==> src/gacu_pkg.sv <==
// Shared types, constants and a helper function for the growth automaton cell update.
package gacu_pkg;

    localparam int FRAC_BITS = 12;
    localparam int ONE_Q = 1 << FRAC_BITS;
    localparam int HALF_Q = 1 << (FRAC_BITS - 1);
    localparam int REG_MAX = 32767;

    localparam int DATA_W = 16;
    localparam int LEVEL_W = 15;
    localparam int NSUM_W = 17;
    localparam int WORK_W = 19;
    localparam int SAT_IN_W = 20;

    // The seed scale is 9 / (10 * 2^INIT_SEED_SHIFT) in units of ONE_Q.
    localparam int INIT_SEED_SHIFT = 12;

    // Floor division by ten through a reciprocal multiply, exact for dividends below 2^22.
    localparam int DIVIDEND_W = 20;
    localparam int DIV_SHIFT = 24;
    localparam int DIV_MULT = (1 << DIV_SHIFT) / 10 + 1;
    localparam int DIV_MULT_W = 21;
    localparam int PROD_W = DIVIDEND_W + DIV_MULT_W;
    localparam int QUOT_W = 17;
    localparam int DIV_BIAS_Q = 4096;
    localparam int DIV_BIAS = DIV_BIAS_Q * 10;

    localparam int GROW_FOOD_RST_I = (8 * ONE_Q + 5) / 10;
    localparam int STARVE_RST_I = (5 * ONE_Q + 5) / 10;
    localparam int CROWD_RST_I = (99 * ONE_Q + 50) / 100;
    localparam int GROW_STEP_RST_I = (ONE_Q + 5) / 10;
    localparam int EAT_STEP_RST_I = (ONE_Q + 50) / 100;
    localparam int REGROW_RST_I = (2 * ONE_Q + 500) / 1000;
    localparam int INIT_FOOD_RST_I = (8 * ONE_Q + 5) / 10;

    localparam logic [LEVEL_W-1:0] GROW_FOOD_RST =
        LEVEL_W'(GROW_FOOD_RST_I > REG_MAX ? REG_MAX : GROW_FOOD_RST_I);
    localparam logic [LEVEL_W-1:0] STARVE_RST =
        LEVEL_W'(STARVE_RST_I > REG_MAX ? REG_MAX : STARVE_RST_I);
    localparam logic [LEVEL_W-1:0] CROWD_RST =
        LEVEL_W'(CROWD_RST_I > REG_MAX ? REG_MAX : CROWD_RST_I);
    localparam logic [LEVEL_W-1:0] GROW_STEP_RST =
        LEVEL_W'(GROW_STEP_RST_I > REG_MAX ? REG_MAX : GROW_STEP_RST_I);
    localparam logic [LEVEL_W-1:0] EAT_STEP_RST =
        LEVEL_W'(EAT_STEP_RST_I > REG_MAX ? REG_MAX : EAT_STEP_RST_I);
    localparam logic [LEVEL_W-1:0] REGROW_RST =
        LEVEL_W'(REGROW_RST_I > REG_MAX ? REG_MAX : REGROW_RST_I);
    localparam logic [DATA_W-1:0] INIT_FOOD_RST =
        DATA_W'(INIT_FOOD_RST_I > REG_MAX ? REG_MAX : INIT_FOOD_RST_I);

    localparam int CFG_IDX_W = 3;

    typedef enum logic [CFG_IDX_W-1:0] {
        CFG_GROW_FOOD  = 3'd0,
        CFG_STARVE     = 3'd1,
        CFG_CROWD      = 3'd2,
        CFG_GROW_STEP  = 3'd3,
        CFG_EAT_STEP   = 3'd4,
        CFG_REGROW     = 3'd5,
        CFG_INIT_FOOD  = 3'd6
    } cfg_idx_t;

    typedef struct packed {
        logic [LEVEL_W-1:0]        grow_food_level;
        logic [LEVEL_W-1:0]        starve_level;
        logic [LEVEL_W-1:0]        crowd_level;
        logic [LEVEL_W-1:0]        grow_step;
        logic [LEVEL_W-1:0]        eat_step;
        logic [LEVEL_W-1:0]        regrow_step;
        logic signed [DATA_W-1:0]  init_food;
    } cfg_t;

    typedef struct packed {
        logic signed [DATA_W-1:0]  centre_cell;
        logic signed [DATA_W-1:0]  centre_food;
        logic signed [DATA_W-1:0]  cell_up_left;
        logic signed [DATA_W-1:0]  cell_up;
        logic signed [DATA_W-1:0]  cell_up_right;
        logic signed [DATA_W-1:0]  cell_left;
        logic signed [DATA_W-1:0]  cell_right;
        logic signed [DATA_W-1:0]  cell_down_left;
        logic signed [DATA_W-1:0]  cell_down;
        logic signed [DATA_W-1:0]  cell_down_right;
        logic                      init_now;
        logic [11:0]               seed_value;
    } in_item_t;

    typedef struct packed {
        logic signed [NSUM_W-1:0]  nsum;
        logic signed [DATA_W-1:0]  cell_amt;
        logic signed [DATA_W-1:0]  food;
        logic                      init;
        logic [DATA_W-1:0]         seed9;
    } s1_t;

    typedef struct packed {
        logic signed [WORK_W-1:0]  cell_amt;
        logic signed [WORK_W-1:0]  food;
        logic                      decay;
        logic                      init;
        logic [DIVIDEND_W-1:0]     dividend;
    } s2_t;

    typedef struct packed {
        logic signed [WORK_W-1:0]  cell_amt;
        logic signed [WORK_W-1:0]  food;
        logic                      decay;
        logic                      init;
        logic [QUOT_W-1:0]         quot;
    } s3_t;

    function automatic logic signed [DATA_W-1:0] sat16(input logic signed [SAT_IN_W-1:0] v);
        logic signed [DATA_W-1:0] r;
        if (v > SAT_IN_W'(REG_MAX)) begin
            r = DATA_W'(REG_MAX);
        end else if (v < -SAT_IN_W'(REG_MAX + 1)) begin
            r = DATA_W'(-(REG_MAX + 1));
        end else begin
            r = v[DATA_W-1:0];
        end
        return r;
    endfunction

endpackage

==> src/gacu_cfg_regs.sv <==
// Configuration register file with reset defaults and an indexed write port.
module gacu_cfg_regs
    import gacu_pkg::*;
(
    input  logic                  clk,
    input  logic                  rst_n,
    input  logic                  cfg_we,
    input  logic [CFG_IDX_W-1:0]  cfg_index,
    input  logic [DATA_W-1:0]     cfg_data,
    output cfg_t                  cfg
);

    cfg_t cfg_reg;
    cfg_t cfg_next;

    always_comb
    begin
        cfg_next = cfg_reg;
        if (cfg_we)
        begin
            unique case (cfg_index)
                CFG_GROW_FOOD: cfg_next.grow_food_level = cfg_data[LEVEL_W-1:0];
                CFG_STARVE:    cfg_next.starve_level = cfg_data[LEVEL_W-1:0];
                CFG_CROWD:     cfg_next.crowd_level = cfg_data[LEVEL_W-1:0];
                CFG_GROW_STEP: cfg_next.grow_step = cfg_data[LEVEL_W-1:0];
                CFG_EAT_STEP:  cfg_next.eat_step = cfg_data[LEVEL_W-1:0];
                CFG_REGROW:    cfg_next.regrow_step = cfg_data[LEVEL_W-1:0];
                CFG_INIT_FOOD: cfg_next.init_food = signed'(cfg_data);
                default:       cfg_next = cfg_reg;
            endcase
        end
    end

    always_ff @(posedge clk or negedge rst_n)
    begin
        if (!rst_n)
        begin
            cfg_reg.grow_food_level <= GROW_FOOD_RST;
            cfg_reg.starve_level <= STARVE_RST;
            cfg_reg.crowd_level <= CROWD_RST;
            cfg_reg.grow_step <= GROW_STEP_RST;
            cfg_reg.eat_step <= EAT_STEP_RST;
            cfg_reg.regrow_step <= REGROW_RST;
            cfg_reg.init_food <= signed'(INIT_FOOD_RST);
        end
        else
        begin
            cfg_reg <= cfg_next;
        end
    end

    assign cfg = cfg_reg;

endmodule

==> src/gacu_nbr_sum.sv <==
// First pipeline stage: weighted neighbour sum and seed pre-scaling.
module gacu_nbr_sum
    import gacu_pkg::*;
(
    input  logic      clk,
    input  logic      rst_n,
    input  logic      up_valid,
    output logic      up_ready,
    input  in_item_t  up_data,
    output logic      dn_valid,
    input  logic      dn_ready,
    output s1_t       dn_data
);

    logic signed [17:0] corners;
    logic signed [17:0] edges;
    logic signed [19:0] edges3;
    logic signed [20:0] total;
    s1_t                data_next;
    s1_t                data_reg;
    logic               valid_reg;

    always_comb
    begin
        corners = 18'(up_data.cell_up_left) + 18'(up_data.cell_up_right)
                + 18'(up_data.cell_down_left) + 18'(up_data.cell_down_right);
        edges = 18'(up_data.cell_up) + 18'(up_data.cell_left)
              + 18'(up_data.cell_right) + 18'(up_data.cell_down);
        edges3 = (20'(edges) <<< 1) + 20'(edges);
        total = 21'(corners) + 21'(edges3);
        data_next.nsum = NSUM_W'(total >>> 4);
        data_next.cell_amt = up_data.centre_cell;
        data_next.food = up_data.centre_food;
        data_next.init = up_data.init_now;
        data_next.seed9 = DATA_W'(DATA_W'(up_data.seed_value) * DATA_W'(9));
    end

    assign up_ready = !valid_reg || dn_ready;

    always_ff @(posedge clk or negedge rst_n)
    begin
        if (!rst_n)
        begin
            valid_reg <= 1'b0;
        end
        else if (up_ready)
        begin
            valid_reg <= up_valid;
        end
    end

    always_ff @(posedge clk)
    begin
        if (up_valid && up_ready)
        begin
            data_reg <= data_next;
        end
    end

    assign dn_valid = valid_reg;
    assign dn_data = data_reg;

endmodule

==> src/gacu_rule.sv <==
// Second pipeline stage: grow, eat, decay decision and food regrowth.
module gacu_rule
    import gacu_pkg::*;
(
    input  logic  clk,
    input  logic  rst_n,
    input  cfg_t  cfg,
    input  logic  up_valid,
    output logic  up_ready,
    input  s1_t   up_data,
    output logic  dn_valid,
    input  logic  dn_ready,
    output s2_t   dn_data
);

    logic signed [WORK_W-1:0] cell_w;
    logic signed [WORK_W-1:0] food_w;
    logic signed [WORK_W-1:0] nsum_w;
    logic signed [WORK_W-1:0] half_w;
    logic signed [WORK_W-1:0] grow_lvl;
    logic signed [WORK_W-1:0] starve_lvl;
    logic signed [WORK_W-1:0] crowd_lvl;
    logic signed [WORK_W-1:0] grow_st;
    logic signed [WORK_W-1:0] eat_st;
    logic signed [WORK_W-1:0] regrow_st;
    logic signed [WORK_W-1:0] cell_grown;
    logic signed [WORK_W-1:0] food_eaten;
    logic signed [WORK_W-1:0] biased;
    logic [31:0]              init_wide;
    logic                     grow;
    s2_t                      data_next;
    s2_t                      data_reg;
    logic                     valid_reg;

    always_comb
    begin
        cell_w = WORK_W'(up_data.cell_amt);
        food_w = WORK_W'(up_data.food);
        nsum_w = WORK_W'(up_data.nsum);
        half_w = WORK_W'(HALF_Q);
        grow_lvl = signed'(WORK_W'(cfg.grow_food_level));
        starve_lvl = signed'(WORK_W'(cfg.starve_level));
        crowd_lvl = signed'(WORK_W'(cfg.crowd_level));
        grow_st = signed'(WORK_W'(cfg.grow_step));
        eat_st = signed'(WORK_W'(cfg.eat_step));
        regrow_st = signed'(WORK_W'(cfg.regrow_step));

        grow = (nsum_w > half_w || cell_w > half_w) && food_w > grow_lvl;
        cell_grown = grow ? cell_w + grow_st : cell_w;
        food_eaten = (cell_grown > half_w) ? food_w - eat_st : food_w;

        biased = cell_grown + WORK_W'(DIV_BIAS);
        init_wide = (32'(up_data.seed9) << FRAC_BITS) >> INIT_SEED_SHIFT;

        data_next.cell_amt = cell_grown;
        data_next.food = food_eaten + regrow_st;
        data_next.decay = food_eaten < starve_lvl || nsum_w > crowd_lvl;
        data_next.init = up_data.init;
        data_next.dividend = up_data.init ? init_wide[DIVIDEND_W-1:0]
                                          : DIVIDEND_W'(unsigned'(biased));
    end

    assign up_ready = !valid_reg || dn_ready;

    always_ff @(posedge clk or negedge rst_n)
    begin
        if (!rst_n)
        begin
            valid_reg <= 1'b0;
        end
        else if (up_ready)
        begin
            valid_reg <= up_valid;
        end
    end

    always_ff @(posedge clk)
    begin
        if (up_valid && up_ready)
        begin
            data_reg <= data_next;
        end
    end

    assign dn_valid = valid_reg;
    assign dn_data = data_reg;

endmodule

==> src/gacu_div10.sv <==
// Third pipeline stage: floor division by ten through a reciprocal multiply.
module gacu_div10
    import gacu_pkg::*;
(
    input  logic  clk,
    input  logic  rst_n,
    input  logic  up_valid,
    output logic  up_ready,
    input  s2_t   up_data,
    output logic  dn_valid,
    input  logic  dn_ready,
    output s3_t   dn_data
);

    logic [PROD_W-1:0] prod;
    s3_t               data_next;
    s3_t               data_reg;
    logic              valid_reg;

    always_comb
    begin
        prod = PROD_W'(up_data.dividend) * PROD_W'(DIV_MULT);
        data_next.cell_amt = up_data.cell_amt;
        data_next.food = up_data.food;
        data_next.decay = up_data.decay;
        data_next.init = up_data.init;
        data_next.quot = prod[DIV_SHIFT +: QUOT_W];
    end

    assign up_ready = !valid_reg || dn_ready;

    always_ff @(posedge clk or negedge rst_n)
    begin
        if (!rst_n)
        begin
            valid_reg <= 1'b0;
        end
        else if (up_ready)
        begin
            valid_reg <= up_valid;
        end
    end

    always_ff @(posedge clk)
    begin
        if (up_valid && up_ready)
        begin
            data_reg <= data_next;
        end
    end

    assign dn_valid = valid_reg;
    assign dn_data = data_reg;

endmodule

==> src/growth_automaton_cell_update.sv <==
// Top level of the growth automaton cell update: three-stage pipeline and output register.
// An input transfer passes the neighbour-sum, rule and divide registers and then the output register.
// Throughput is one item per cycle while out_stall is low; the only wide multiplier is the divide-by-ten stage.
// Each stage takes a new item whenever it is empty or its successor moves on.
// Reset clears all stage valid bits and loads the configuration registers with defaults.
// The user must write the configuration registers only while no item is in flight; the block does not enforce it.
module growth_automaton_cell_update
    import gacu_pkg::*;
(
    input  logic                        clk,
    input  logic                        rst_n,
    input  logic                        cfg_we,
    input  logic [CFG_IDX_W-1:0]        cfg_index,
    input  logic [DATA_W-1:0]           cfg_data,
    input  logic                        in_valid,
    output logic                        in_stall,
    input  logic signed [DATA_W-1:0]    centre_cell,
    input  logic signed [DATA_W-1:0]    centre_food,
    input  logic signed [DATA_W-1:0]    cell_up_left,
    input  logic signed [DATA_W-1:0]    cell_up,
    input  logic signed [DATA_W-1:0]    cell_up_right,
    input  logic signed [DATA_W-1:0]    cell_left,
    input  logic signed [DATA_W-1:0]    cell_right,
    input  logic signed [DATA_W-1:0]    cell_down_left,
    input  logic signed [DATA_W-1:0]    cell_down,
    input  logic signed [DATA_W-1:0]    cell_down_right,
    input  logic                        init_now,
    input  logic [11:0]                 seed_value,
    output logic                        out_valid,
    input  logic                        out_stall,
    output logic signed [DATA_W-1:0]    next_cell,
    output logic signed [DATA_W-1:0]    next_food
);

    cfg_t      cfg;
    in_item_t  in_item;
    logic      s1_ready;
    logic      s1_valid;
    s1_t       s1_data;
    logic      s2_ready;
    logic      s2_valid;
    s2_t       s2_data;
    logic      s3_ready;
    logic      s3_valid;
    s3_t       s3_data;
    logic      s4_ready;

    logic signed [SAT_IN_W-1:0] quot_s;
    logic signed [SAT_IN_W-1:0] cell_res;
    logic signed [SAT_IN_W-1:0] food_res;
    logic signed [DATA_W-1:0]   cell_next;
    logic signed [DATA_W-1:0]   food_next;
    logic signed [DATA_W-1:0]   cell_reg;
    logic signed [DATA_W-1:0]   food_reg;
    logic                       out_valid_reg;

    gacu_cfg_regs u_cfg (
        .clk       (clk),
        .rst_n     (rst_n),
        .cfg_we    (cfg_we),
        .cfg_index (cfg_index),
        .cfg_data  (cfg_data),
        .cfg       (cfg)
    );

    always_comb
    begin
        in_item.centre_cell = centre_cell;
        in_item.centre_food = centre_food;
        in_item.cell_up_left = cell_up_left;
        in_item.cell_up = cell_up;
        in_item.cell_up_right = cell_up_right;
        in_item.cell_left = cell_left;
        in_item.cell_right = cell_right;
        in_item.cell_down_left = cell_down_left;
        in_item.cell_down = cell_down;
        in_item.cell_down_right = cell_down_right;
        in_item.init_now = init_now;
        in_item.seed_value = seed_value;
    end

    gacu_nbr_sum u_nbr_sum (
        .clk      (clk),
        .rst_n    (rst_n),
        .up_valid (in_valid),
        .up_ready (s1_ready),
        .up_data  (in_item),
        .dn_valid (s1_valid),
        .dn_ready (s2_ready),
        .dn_data  (s1_data)
    );

    gacu_rule u_rule (
        .clk      (clk),
        .rst_n    (rst_n),
        .cfg      (cfg),
        .up_valid (s1_valid),
        .up_ready (s2_ready),
        .up_data  (s1_data),
        .dn_valid (s2_valid),
        .dn_ready (s3_ready),
        .dn_data  (s2_data)
    );

    gacu_div10 u_div10 (
        .clk      (clk),
        .rst_n    (rst_n),
        .up_valid (s2_valid),
        .up_ready (s3_ready),
        .up_data  (s2_data),
        .dn_valid (s3_valid),
        .dn_ready (s4_ready),
        .dn_data  (s3_data)
    );

    assign in_stall = !s1_ready;

    always_comb
    begin
        quot_s = signed'(SAT_IN_W'(s3_data.quot));
        if (s3_data.init)
        begin
            cell_res = quot_s;
            food_res = SAT_IN_W'(cfg.init_food);
        end
        else
        begin
            if (s3_data.decay)
            begin
                cell_res = SAT_IN_W'(s3_data.cell_amt) - (quot_s - SAT_IN_W'(DIV_BIAS_Q));
            end
            else
            begin
                cell_res = SAT_IN_W'(s3_data.cell_amt);
            end
            food_res = SAT_IN_W'(s3_data.food);
        end
        cell_next = sat16(cell_res);
        food_next = sat16(food_res);
    end

    assign s4_ready = !out_valid_reg || !out_stall;

    always_ff @(posedge clk or negedge rst_n)
    begin
        if (!rst_n)
        begin
            out_valid_reg <= 1'b0;
        end
        else if (s4_ready)
        begin
            out_valid_reg <= s3_valid;
        end
    end

    always_ff @(posedge clk)
    begin
        if (s3_valid && s4_ready)
        begin
            cell_reg <= cell_next;
            food_reg <= food_next;
        end
    end

    assign out_valid = out_valid_reg;
    assign next_cell = cell_reg;
    assign next_food = food_reg;

    // A full pipeline with a stalled output must hold off new input.
    a_full_stalls_input: assert property (
        @(posedge clk) disable iff (!rst_n)
        (s1_valid && s2_valid && s3_valid && out_valid_reg && out_stall) |-> in_stall
    ) else $error("full pipeline accepted an input transfer");

    // An accepted input item must occupy the first stage on the next cycle.
    a_input_lands: assert property (
        @(posedge clk) disable iff (!rst_n)
        (in_valid && !in_stall) |=> s1_valid
    ) else $error("accepted input item did not reach the first stage");

    // The divide stage, when blocked by the output register, keeps its item.
    a_div_holds: assert property (
        @(posedge clk) disable iff (!rst_n)
        (s3_valid && !s4_ready) |=> s3_valid
    ) else $error("blocked divide stage dropped its item");

    // The biased decay dividend always lands in a narrow quotient window.
    a_quot_range: assert property (
        @(posedge clk) disable iff (!rst_n)
        (s3_valid && !s3_data.init) |-> (s3_data.quot >= QUOT_W'(819) &&
                                          s3_data.quot <= QUOT_W'(10649))
    ) else $error("decay quotient out of range");

endmodule

==> config.mk <==
export PLATFORM = sky130hd
export DESIGN_NAME = growth_automaton_cell_update
export DESIGN_NICKNAME = d
export VERILOG_FILES = /design/src/gacu_pkg.sv /design/src/gacu_cfg_regs.sv /design/src/gacu_nbr_sum.sv /design/src/gacu_rule.sv /design/src/gacu_div10.sv /design/src/growth_automaton_cell_update.sv
export SDC_FILE = /design/constraint.sdc
export NUM_CORES = 1
export LEC_CHECK = 0
export ABC_AREA = 1
export BUFFER_PORTS_ARGS = -buffer_cell sky130_fd_sc_hd__buf_2
export CORE_MARGIN = 5
export CORE_UTILIZATION = 30
export CTS_CLUSTER_DIAMETER = 150
export DETAILED_ROUTE_END_ITERATION = 10
export GPL_TIMING_DRIVEN = 0
export PLACE_DENSITY_LB_ADDON = 0.2
export SETUP_SLACK_MARGIN = 0.4
export SLEW_MARGIN = 20
export SYNTH_ARGS = -nofsm -noshare
export SYNTH_HDL_FRONTEND = slang
export SYNTH_SLANG_ARGS = --single-unit
==> constraint.sdc <==
create_clock -name clk -period 12.1 [get_ports clk]
set_input_delay 2.42 -clock clk [delete_from_list [all_inputs] [get_ports clk]]
set_output_delay 2.42 -clock clk [all_outputs]
set_load 0.005 [all_outputs]
==> out/results.ini, run 1 <==
[drt]
first_iter_violations=931
drc=0
ant_nets=0
wl_met2_um=35000
routed_wl_um=75400
wl_per_cell_um=16.5
routed.top_layer=met5
via_per_inst=4.48
wl_met3_um=3870
vias=20400
met1_length_um=35300
firstDrtPassIters=5

[layout]
areaGrowthSynthToFinish_pct=14.9
layout-drive-gt1-share_pct=12.0
finalNetCount=4063
fill_cells=9752
largest_register_ffs=106

[job]
maxCapViolations=0

[placed_design]
dpl.hpwl_um=64000
io_buffers=230
place.gp.congestion=0.854

[setup_path]
slowest_delay_ns=0.56
r2r_slack_ns=5.72
crit_family=adder cells
critical_path_buf_inv_count=8
path_class=in2reg
cp.arrival_ns=8.94
crit_slowest_cell=fa_1
r2r_end=u_div10.dn_data[15]
rr_worst_depth=20
critPathMostFrequentCell=inv_1
rr_startpoint=u_rule.dn_data[6]
crit_path_start_kind=input pin
endpoint_kind=flop
cp.required_ns=12.41
worstPathMaxFanout=4

[yosys]
yosysWarningCount=0
post-synth-top-area-cell=edfxtp_1
ys.flop_type=edfxtp_1
synth.net_count=3787
synth_edf_count=210
syn_area_mm2=0.0280
yosys-top-cells-area=edfxtp_1, fa_1, ha_1
synth_seq_cells=320
synth_top_area_share_pct=22.5
ys_seq_area_share_pct=32.5
synth_cell_types=55
syn_inst=2991
syn_area_per_cell_um2=9.36
async_flop_share_pct=34.4

[sta]
fin_crit_sh_pct=71.4
fin_crit_ns=8.64
slew_headroom_pct=30.1
rsz0062_at_grt=no
setup_viol=0
fmax_mhz=116
finalSetupTns_ns=0
hold_viol_final=0
fin_skew_ns=0.0310
drv_slew=0
worst_pin_slew_ns=1.04

[floorplanning]
die_w_um=316
die_y_um=316
ios=231
coreArea_mm2=0.0930
fp-row-count=112
start_util_pct=30.1
die_area_mm2=0.0995

[clock_network]
htree_levels=2
numCtsBuffers=38
root_buffer=clkbuf_16
cts_resized=0
clk_latency_ns=0.56
postCtsHoldBufs=0
cts.sinks=320
postCtsSetupRepairBufs=0
clk_pin_slew_worst_paths_ns=0.06
clock_path_buffers=3
cts_tree=yes

[worst_hold_path]
holdPathStages=0
holdCritStartpoint=u_rule.dn_data[39]
hp-class=reg2reg
whs_endpoint=u_div10.dn_data[36]

[run_status]
status=completed

[global_route]
overflow=0
grtUsageTotal_pct=15.2
grt_antenna_before_repair=26
grt_pass1_wl_um=118000
grt_max_degree=68
grt_pass1_vias=21100

-- worst max-delay path by stage --
stage	from	endpoint	slack, ns	depth (start not counted)
after floorplan	cell_up[1]	u_nbr_sum.dn_data[65]	3.86	30
after global placement	cell_up[1]	u_nbr_sum.dn_data[63]	2.82	32
after detailed placement	cell_up[4]	u_nbr_sum.dn_data[63]	2.82	31
after CTS	cell_up[1]	u_nbr_sum.dn_data[63]	3.42	32
after global routing	cell_up[1]	u_nbr_sum.dn_data[63]	3.09	32
final	cell_up[1]	u_nbr_sum.dn_data[63]	3.46	32
-- final cells by class --
type,count,area (um^2),share of cell area [%]
Timing Repair Buffer,236,1290,4.02
Clock buffer,52,1060,3.31
Clock inverter,17,185,0.576
Tap cell,1254,1570,4.88
Inverter,624,2350,7.31
Antenna cell,12,30.0,0.0933
Multi-Input combinational cell,2004,16400,50.9
Buffer,43,188,0.583
Sequential cell,320,9100,28.3
-- metrics by stage --
stage          cells  area, um^2  worst slack, ns  hold WS (ns)  util, %
2_1_floorplan   2991       28000             3.86         0.400        -
3_3_place_gp    4475       30700             2.82         0.400     33.0
3_5_place_dp    4481       30900             2.82         0.405     33.2
4_1_cts         4550       32100             3.42         0.403     34.5
5_1_grt         4553       32100             3.09         0.414     34.6
6_report        4562       32200             3.46         0.409     34.6
-- cells in the final DEF, fill, tap and decap left out, drive strengths merged, types with 94 or more instances in the layout --
cell type,n
nand3,94
o21ai,186
a21oi,162
edfxtp,210
ha,361
inv,627
fa,238
nor2,139
buf,243
nand2,541
-- logic make-up (layout without fill, tap and decap cells) --
kind of cell    after synthesis  after routing  synth area share [%]
simple gates                839            839                  12.7
buf+inv                     667            972                  9.06
fa+ha+maj                   599            599                  33.1
compound gates              454            454                  9.07
flops                       320            320                  32.5
xor+xnor                    111            111                  3.47
mux                           1              1                0.0402
other cells                   0             12                     0
-- layer usage --
metal	vias up	global-route usage, %
met3	78	3.00
met2	358	25.4
li1	10200	-
met4	14	2.91
met5	-	0
met1	9743	20.7
-- cells in the mapped netlist (all sizes together) (7+ instances only) --
cell type / count
inv: 622
nand2: 541
ha: 361
fa: 238
edfxtp: 210
o21ai: 186
a21oi: 162
nor2: 139
nand3: 94
xor2: 83
dfrtp: 76
clkbuf: 36
dfstp: 34
o211ai: 28
xnor2: 28
a31oi: 21
nor3: 19
or2: 19
o21bai: 13
a21o: 12
nand4: 11
buf: 7
Power of run 1 is left out: the tool's default activity adds up to more than one toggle a clock period on the data nets, which glitch-free logic cannot reach.
==> inputs of run 2 (changes only) <==
- ABC_AREA: 1 -> 0
- clock period: 12.1 -> 8.9 ns (I/O delays scaled with it)
==> run 2 against run 1 <==
  * Routed wire length shrank 9.1%
  * Critical path type unchanged
  * Clock skew grew 0.0053 ns
  * Register-to-register slack got worse by 4.3 ns
  * Largest cell class unchanged
==> out/results.ini, run 2 <==
[run_status]
status=completed

[floorplanning]
die_w_um=309
ios=231
die_y_um=309
coreArea_mm2=0.0884
start_util_pct=30.2
die_area_mm2=0.0952
fp-row-count=109

[placed_design]
dpl.hpwl_um=57700
place.gp.congestion=0.874
dp.cells=3807
io_buffers=228

[sta]
setup_viol=0
rsz0062_at_grt=no
drv_slew=0
fin_skew_ns=0.0363
fmax_mhz=123
worst_pin_slew_ns=0.867
slew_headroom_pct=41.6
fin_crit_ns=8.14
hold_viol_final=0
fin_crit_sh_pct=91.4

[yosys]
syn_inst=2407
syn_area_mm2=0.0267
yosysWarningCount=0
post-synth-top-area-cell=edfxtp_1
async_flop_share_pct=34.4
ys.flop_type=edfxtp_1
synth.most_common_cell=inv_1
syn_area_per_cell_um2=11.1
synthTopCellsByCount=inv_1, ha_1, fa_1, edfxtp_1, o21ai_0
synth_edf_count=210
synth_top_area_share_pct=23.6
ys_seq_area_share_pct=34.0
synth.net_count=3203
yosys-top-cells-area=edfxtp_1, fa_1, ha_1
synth_seq_cells=320
synth_cell_types=76

[global_route]
grt_max_degree=65
grtUsageTotal_pct=14.5
overflow=0
grt_pass1_vias=19300
grt_antenna_before_repair=20
grt_pass1_wl_um=107000

[setup_path]
slowest_delay_ns=0.54
worstPathMaxFanout=4
cp.arrival_ns=8.45
cp.required_ns=9.22
critPathMostFrequentCell=fa_1
path_class=in2reg
endpoint_kind=flop
crit_path_start_kind=input pin
crit_slowest_cell=fa_1

[drt]
vias=17900
wl_per_cell_um=17.7
via_per_inst=4.61
ant_nets=0
routed_wl_um=68600
firstDrtPassIters=5
first_iter_violations=761
drc=0

[job]
maxCapViolations=0

[layout]
fill_cells=8907
areaGrowthSynthToFinish_pct=15.3
finalNetCount=3480
multiInputGateArea_mm2=0.0158
register_area_mm2=0.00910
mostFrequentLayoutCell=inv_1
largest_register_ffs=106
final_cell_mix=inv_1, ha_1, fa_1, buf_2, edfxtp_1
layout-drive-gt1-share_pct=16.7
final_cells=3882

[clock_network]
root_buffer=clkbuf_16
clk_pin_slew_worst_paths_ns=0.05
clk_latency_ns=0.57
cts_tree=yes
cts.sinks=320
numCtsBuffers=39
htree_levels=2
clock_path_buffers=3

[worst_hold_path]
hp-class=reg2reg

-- run 2: area by class of cell --
cell class / instances / area share, %
diodes: 5 / 0.0406
repair buffers: 236 / 4.25
multi-input cells: 1580 / 51.3
well taps: 1165 / 4.73
clock inverters: 19 / 0.536
flip-flops and latches: 320 / 29.5
inverters: 471 / 5.74
plain buffers: 36 / 0.491
clock buffers: 50 / 3.37
-- run 2: metrics by stage --
stage,instance area (um^2),utilization [%],hold WS [ns],TNS [ns],worst slack [ns]
floorplan,26700,-,0.400,0,0.605
global placement,29300,33.2,0.404,-0.708,-0.272
detailed placement,29500,33.4,0.405,-0.986,-0.311
CTS,30700,34.8,0.418,0,0.420
global route,30800,34.9,0.428,0,0.349
finish,30800,34.9,0.417,0,0.764
-- run 2: critical path: cells and delay by family --
| kind | cells | cell delay [ns] |
|---|---|---|
| XOR/XNOR | 1 | 0.07 |
| adder cells (fa/ha/maj) | 7 | 3.11 |
| AND/OR/NAND/NOR | 5 | 0.57 |
| buffers and inverters | 5 | 0.25 |
| AO/OA/AOI/OAI | 12 | 2.66 |
-- run 2: layer usage --
layer | vias to the layer above | part of all wire, % | GRT usage, % | routed length, um
met5 | - | 0.061 | 0 | 42
met4 | 8 | 2.3 | 3.39 | 1600
met3 | 97 | 5.0 | 2.66 | 3410
met2 | 358 | 47 | 24.3 | 32000
met1 | 8731 | 46 | 19.5 | 31500
li1 | 8689 | - | - | -
-- run 2: cell families after synthesis --
kind of cell / share of synthesized area, %
XOR/XNOR: 3.63
buffers and inverters: 7.18
adder cells (fa/ha/maj): 34.7
flip-flops: 34.0
AO/OA/AOI/OAI: 9.18
AND/OR/NAND/NOR: 6.68
multiplexers: 4.56
-- run 2: worst paths after layout --
check / startpoint / to / slack [ns] / depth (start not counted)
min in group asynchronous: rst_n / u_cfg.cfg[42] / 1.15 / 1
max: cell_up[2] / u_nbr_sum.dn_data[64] / 0.76 / 30
max reg2reg: u_rule.dn_data[10] / u_div10.dn_data[16] / 1.39 / 23
max in group asynchronous: rst_n / u_cfg.cfg[54] / 7.02 / 2
min reg2reg: u_rule.dn_data[49] / u_div10.dn_data[46] / 0.42 / 0
min: u_rule.dn_data[49] / u_div10.dn_data[46] / 0.42 / 0
-- run 2: repair_timing --
action / 4_1_cts / 5_1_grt
pin swaps: 0 / 2
gates resized for setup: 2 / 13
hold buffers: 0 / 0
endpoints found under the setup margin: 3 / 6
buffers inserted: 0 / 1
gates cloned: 0 / 0
Power of run 2 is left out for the same reason.
==> inputs of run 3 (changes only) <==
- CORE_UTILIZATION: 30 -> 60
==> run 3 against run 2 <==
  * Hold slack worse by 0.012 ns
  * Routed wire length decreased by 11%
  * Fmax up 0.50%
  * Via count is 2.1% higher
  * Count of clock-buffer cells in the layout decreased by 2
  * Global-route usage up 10 points
  * Core utilization up 33 points
  * Design area shrank 2.6%
==> out/results.ini, run 3 (same netlist as run 2, synthesis figures left out) <==
[sta]
drv_slew=0
hold_viol_final=0
worst_pin_slew_ns=1.03
fin_crit_sh_pct=91.0
fin_ws_ns=0.804
fin_crit_ns=8.10
fin_skew_ns=0.0154
fmax_mhz=124
setup_viol=0
slew_headroom_pct=29.3
rsz0062_at_grt=no
whs_ns=0.405

[setup_path]
critPathMostFrequentCell=fa_1
slowest_delay_ns=0.54
crit_family=adder cells
crit_slowest_cell=fa_1
cp.arrival_ns=8.36
worstPathMaxFanout=4
path_class=in2reg
critical_path_buf_inv_count=7
crit_path_start_kind=input pin
endpoint_kind=flop
cp.required_ns=9.16
r2r_slack_ns=1.43

[clock_network]
clk_latency_ns=0.52
clk_pin_slew_worst_paths_ns=0.06
htree_levels=2
numCtsBuffers=35
root_buffer=clkbuf_16
cts.sinks=320
clock_path_buffers=3
cts_tree=yes

[floorplanning]
fp-row-count=77
die_w_um=221
die_area_mm2=0.0489
ios=231
start_util_pct=60.6
die_y_um=221
coreArea_mm2=0.0441

[placed_design]
dpl.hpwl_um=50600
pre_cts_ws_ns=-0.0700
place.gp.congestion=0.946
io_buffers=228

[global_route]
grtUsageTotal_pct=24.8
overflow=0
grt_pass1_wl_um=98100
grt_pass1_vias=19500
grt_max_degree=59
grt_antenna_before_repair=4

[job]
maxCapViolations=0

[drt]
wl_met2_um=30000
firstDrtPassIters=5
vias=18300
routed_wl_um=60800
met1_length_um=26000
routed.top_layer=met5
wl_per_cell_um=18.4
drc=0
ant_nets=0
first_iter_violations=1060
via_per_inst=5.53
wl_met3_um=2810

[layout]
mostFrequentLayoutCell=inv_1
layout-drive-gt1-share_pct=16.6
final_cell_mix=inv_1, ha_1, fa_1, buf_2, edfxtp_1
areaGrowthSynthToFinish_pct=12.3
finalNetCount=3476
fill_cells=3385
largest_register_ffs=106

[run_status]
status=completed

[worst_hold_path]
hp-class=reg2reg

## run 3: cell count changes in the layout (fill, tap and decap cells not counted), moves of 3 or more
cell	change
clkinv_2	-7
clkbuf_16	-4
inv_6	+3
diode_2	-3
clkinv_1	+3
## run 3: path summary, 6_finish.rpt
kind,start,end,cells after the start
max in group asynchronous,rst_n,u_cfg.cfg[47],2
max,cell_up[1],u_nbr_sum.dn_data[64],31
min in group asynchronous,rst_n,u_cfg.cfg[41],1
min,u_rule.dn_data[26],u_div10.dn_data[23],0
max reg2reg,u_rule.dn_data[9],u_div10.dn_data[16],23
min reg2reg,u_rule.dn_data[26],u_div10.dn_data[23],0
## run 3: metrics by stage
step	setup TNS, ns	util, %	instance area [um^2]	instances
3_3_place_gp	0	64.8	28600	3227
3_5_place_dp	-0.0700	65.3	28800	3233
6_report	0	68.0	30000	3300
2_1_floorplan	0	-	26700	2407
4_1_cts	0	67.8	29900	3296
5_1_grt	0	68.0	30000	3300
## run 3: routing by layer
layer | GRT usage, % | vias to the layer above
met5 | 0 | -
met4 | 6.98 | 4
met3 | 3.37 | 123
met2 | 43.1 | 454
met1 | 33.0 | 9000
li1 | - | 8678
## run 3: what timing repair did
item                                    in CTS  in global routing
endpoints found under the setup margin       0                  6
resized for setup                            0                 19
endpoints found under the hold margin        0                  0
hold buffers                                 0                  0
buffers inserted                             0                  2
## run 3: worst reg2reg max path, cell delays in order, from the launching register on
cell       delay, ns
edfxtp_1        0.55
ha_1            0.43
inv_1           0.14
fa_1            0.56
inv_1           0.04
ha_1            0.26
inv_1           0.05
fa_1            0.54
fa_1            0.46
fa_1            0.56
inv_1           0.05
fa_1            0.47
ha_1            0.33
a211o_1         0.31
or3_1           0.32
a221oi_1        0.38
o2bb2ai_1       0.25
o2111ai_1       0.30
a21oi_1         0.16
a21oi_1         0.29
nor2_1          0.11
or3_1           0.39
a21oi_1         0.19
xnor2_1         0.09
## run 3: final cells by class
class	count	area (um^2)	share of cell area [%]
Multi-Input combinational cell	1580	15800	52.7
Sequential cell	320	9100	30.3
Inverter	471	1770	5.89
Timing Repair Buffer	236	1320	4.40
Clock buffer	48	965	3.21
Tap cell	592	741	2.47
Buffer	36	151	0.504
Clock inverter	15	149	0.496
Antenna cell	2	5.00	0.0167
Power of run 3 is left out for the same reason.
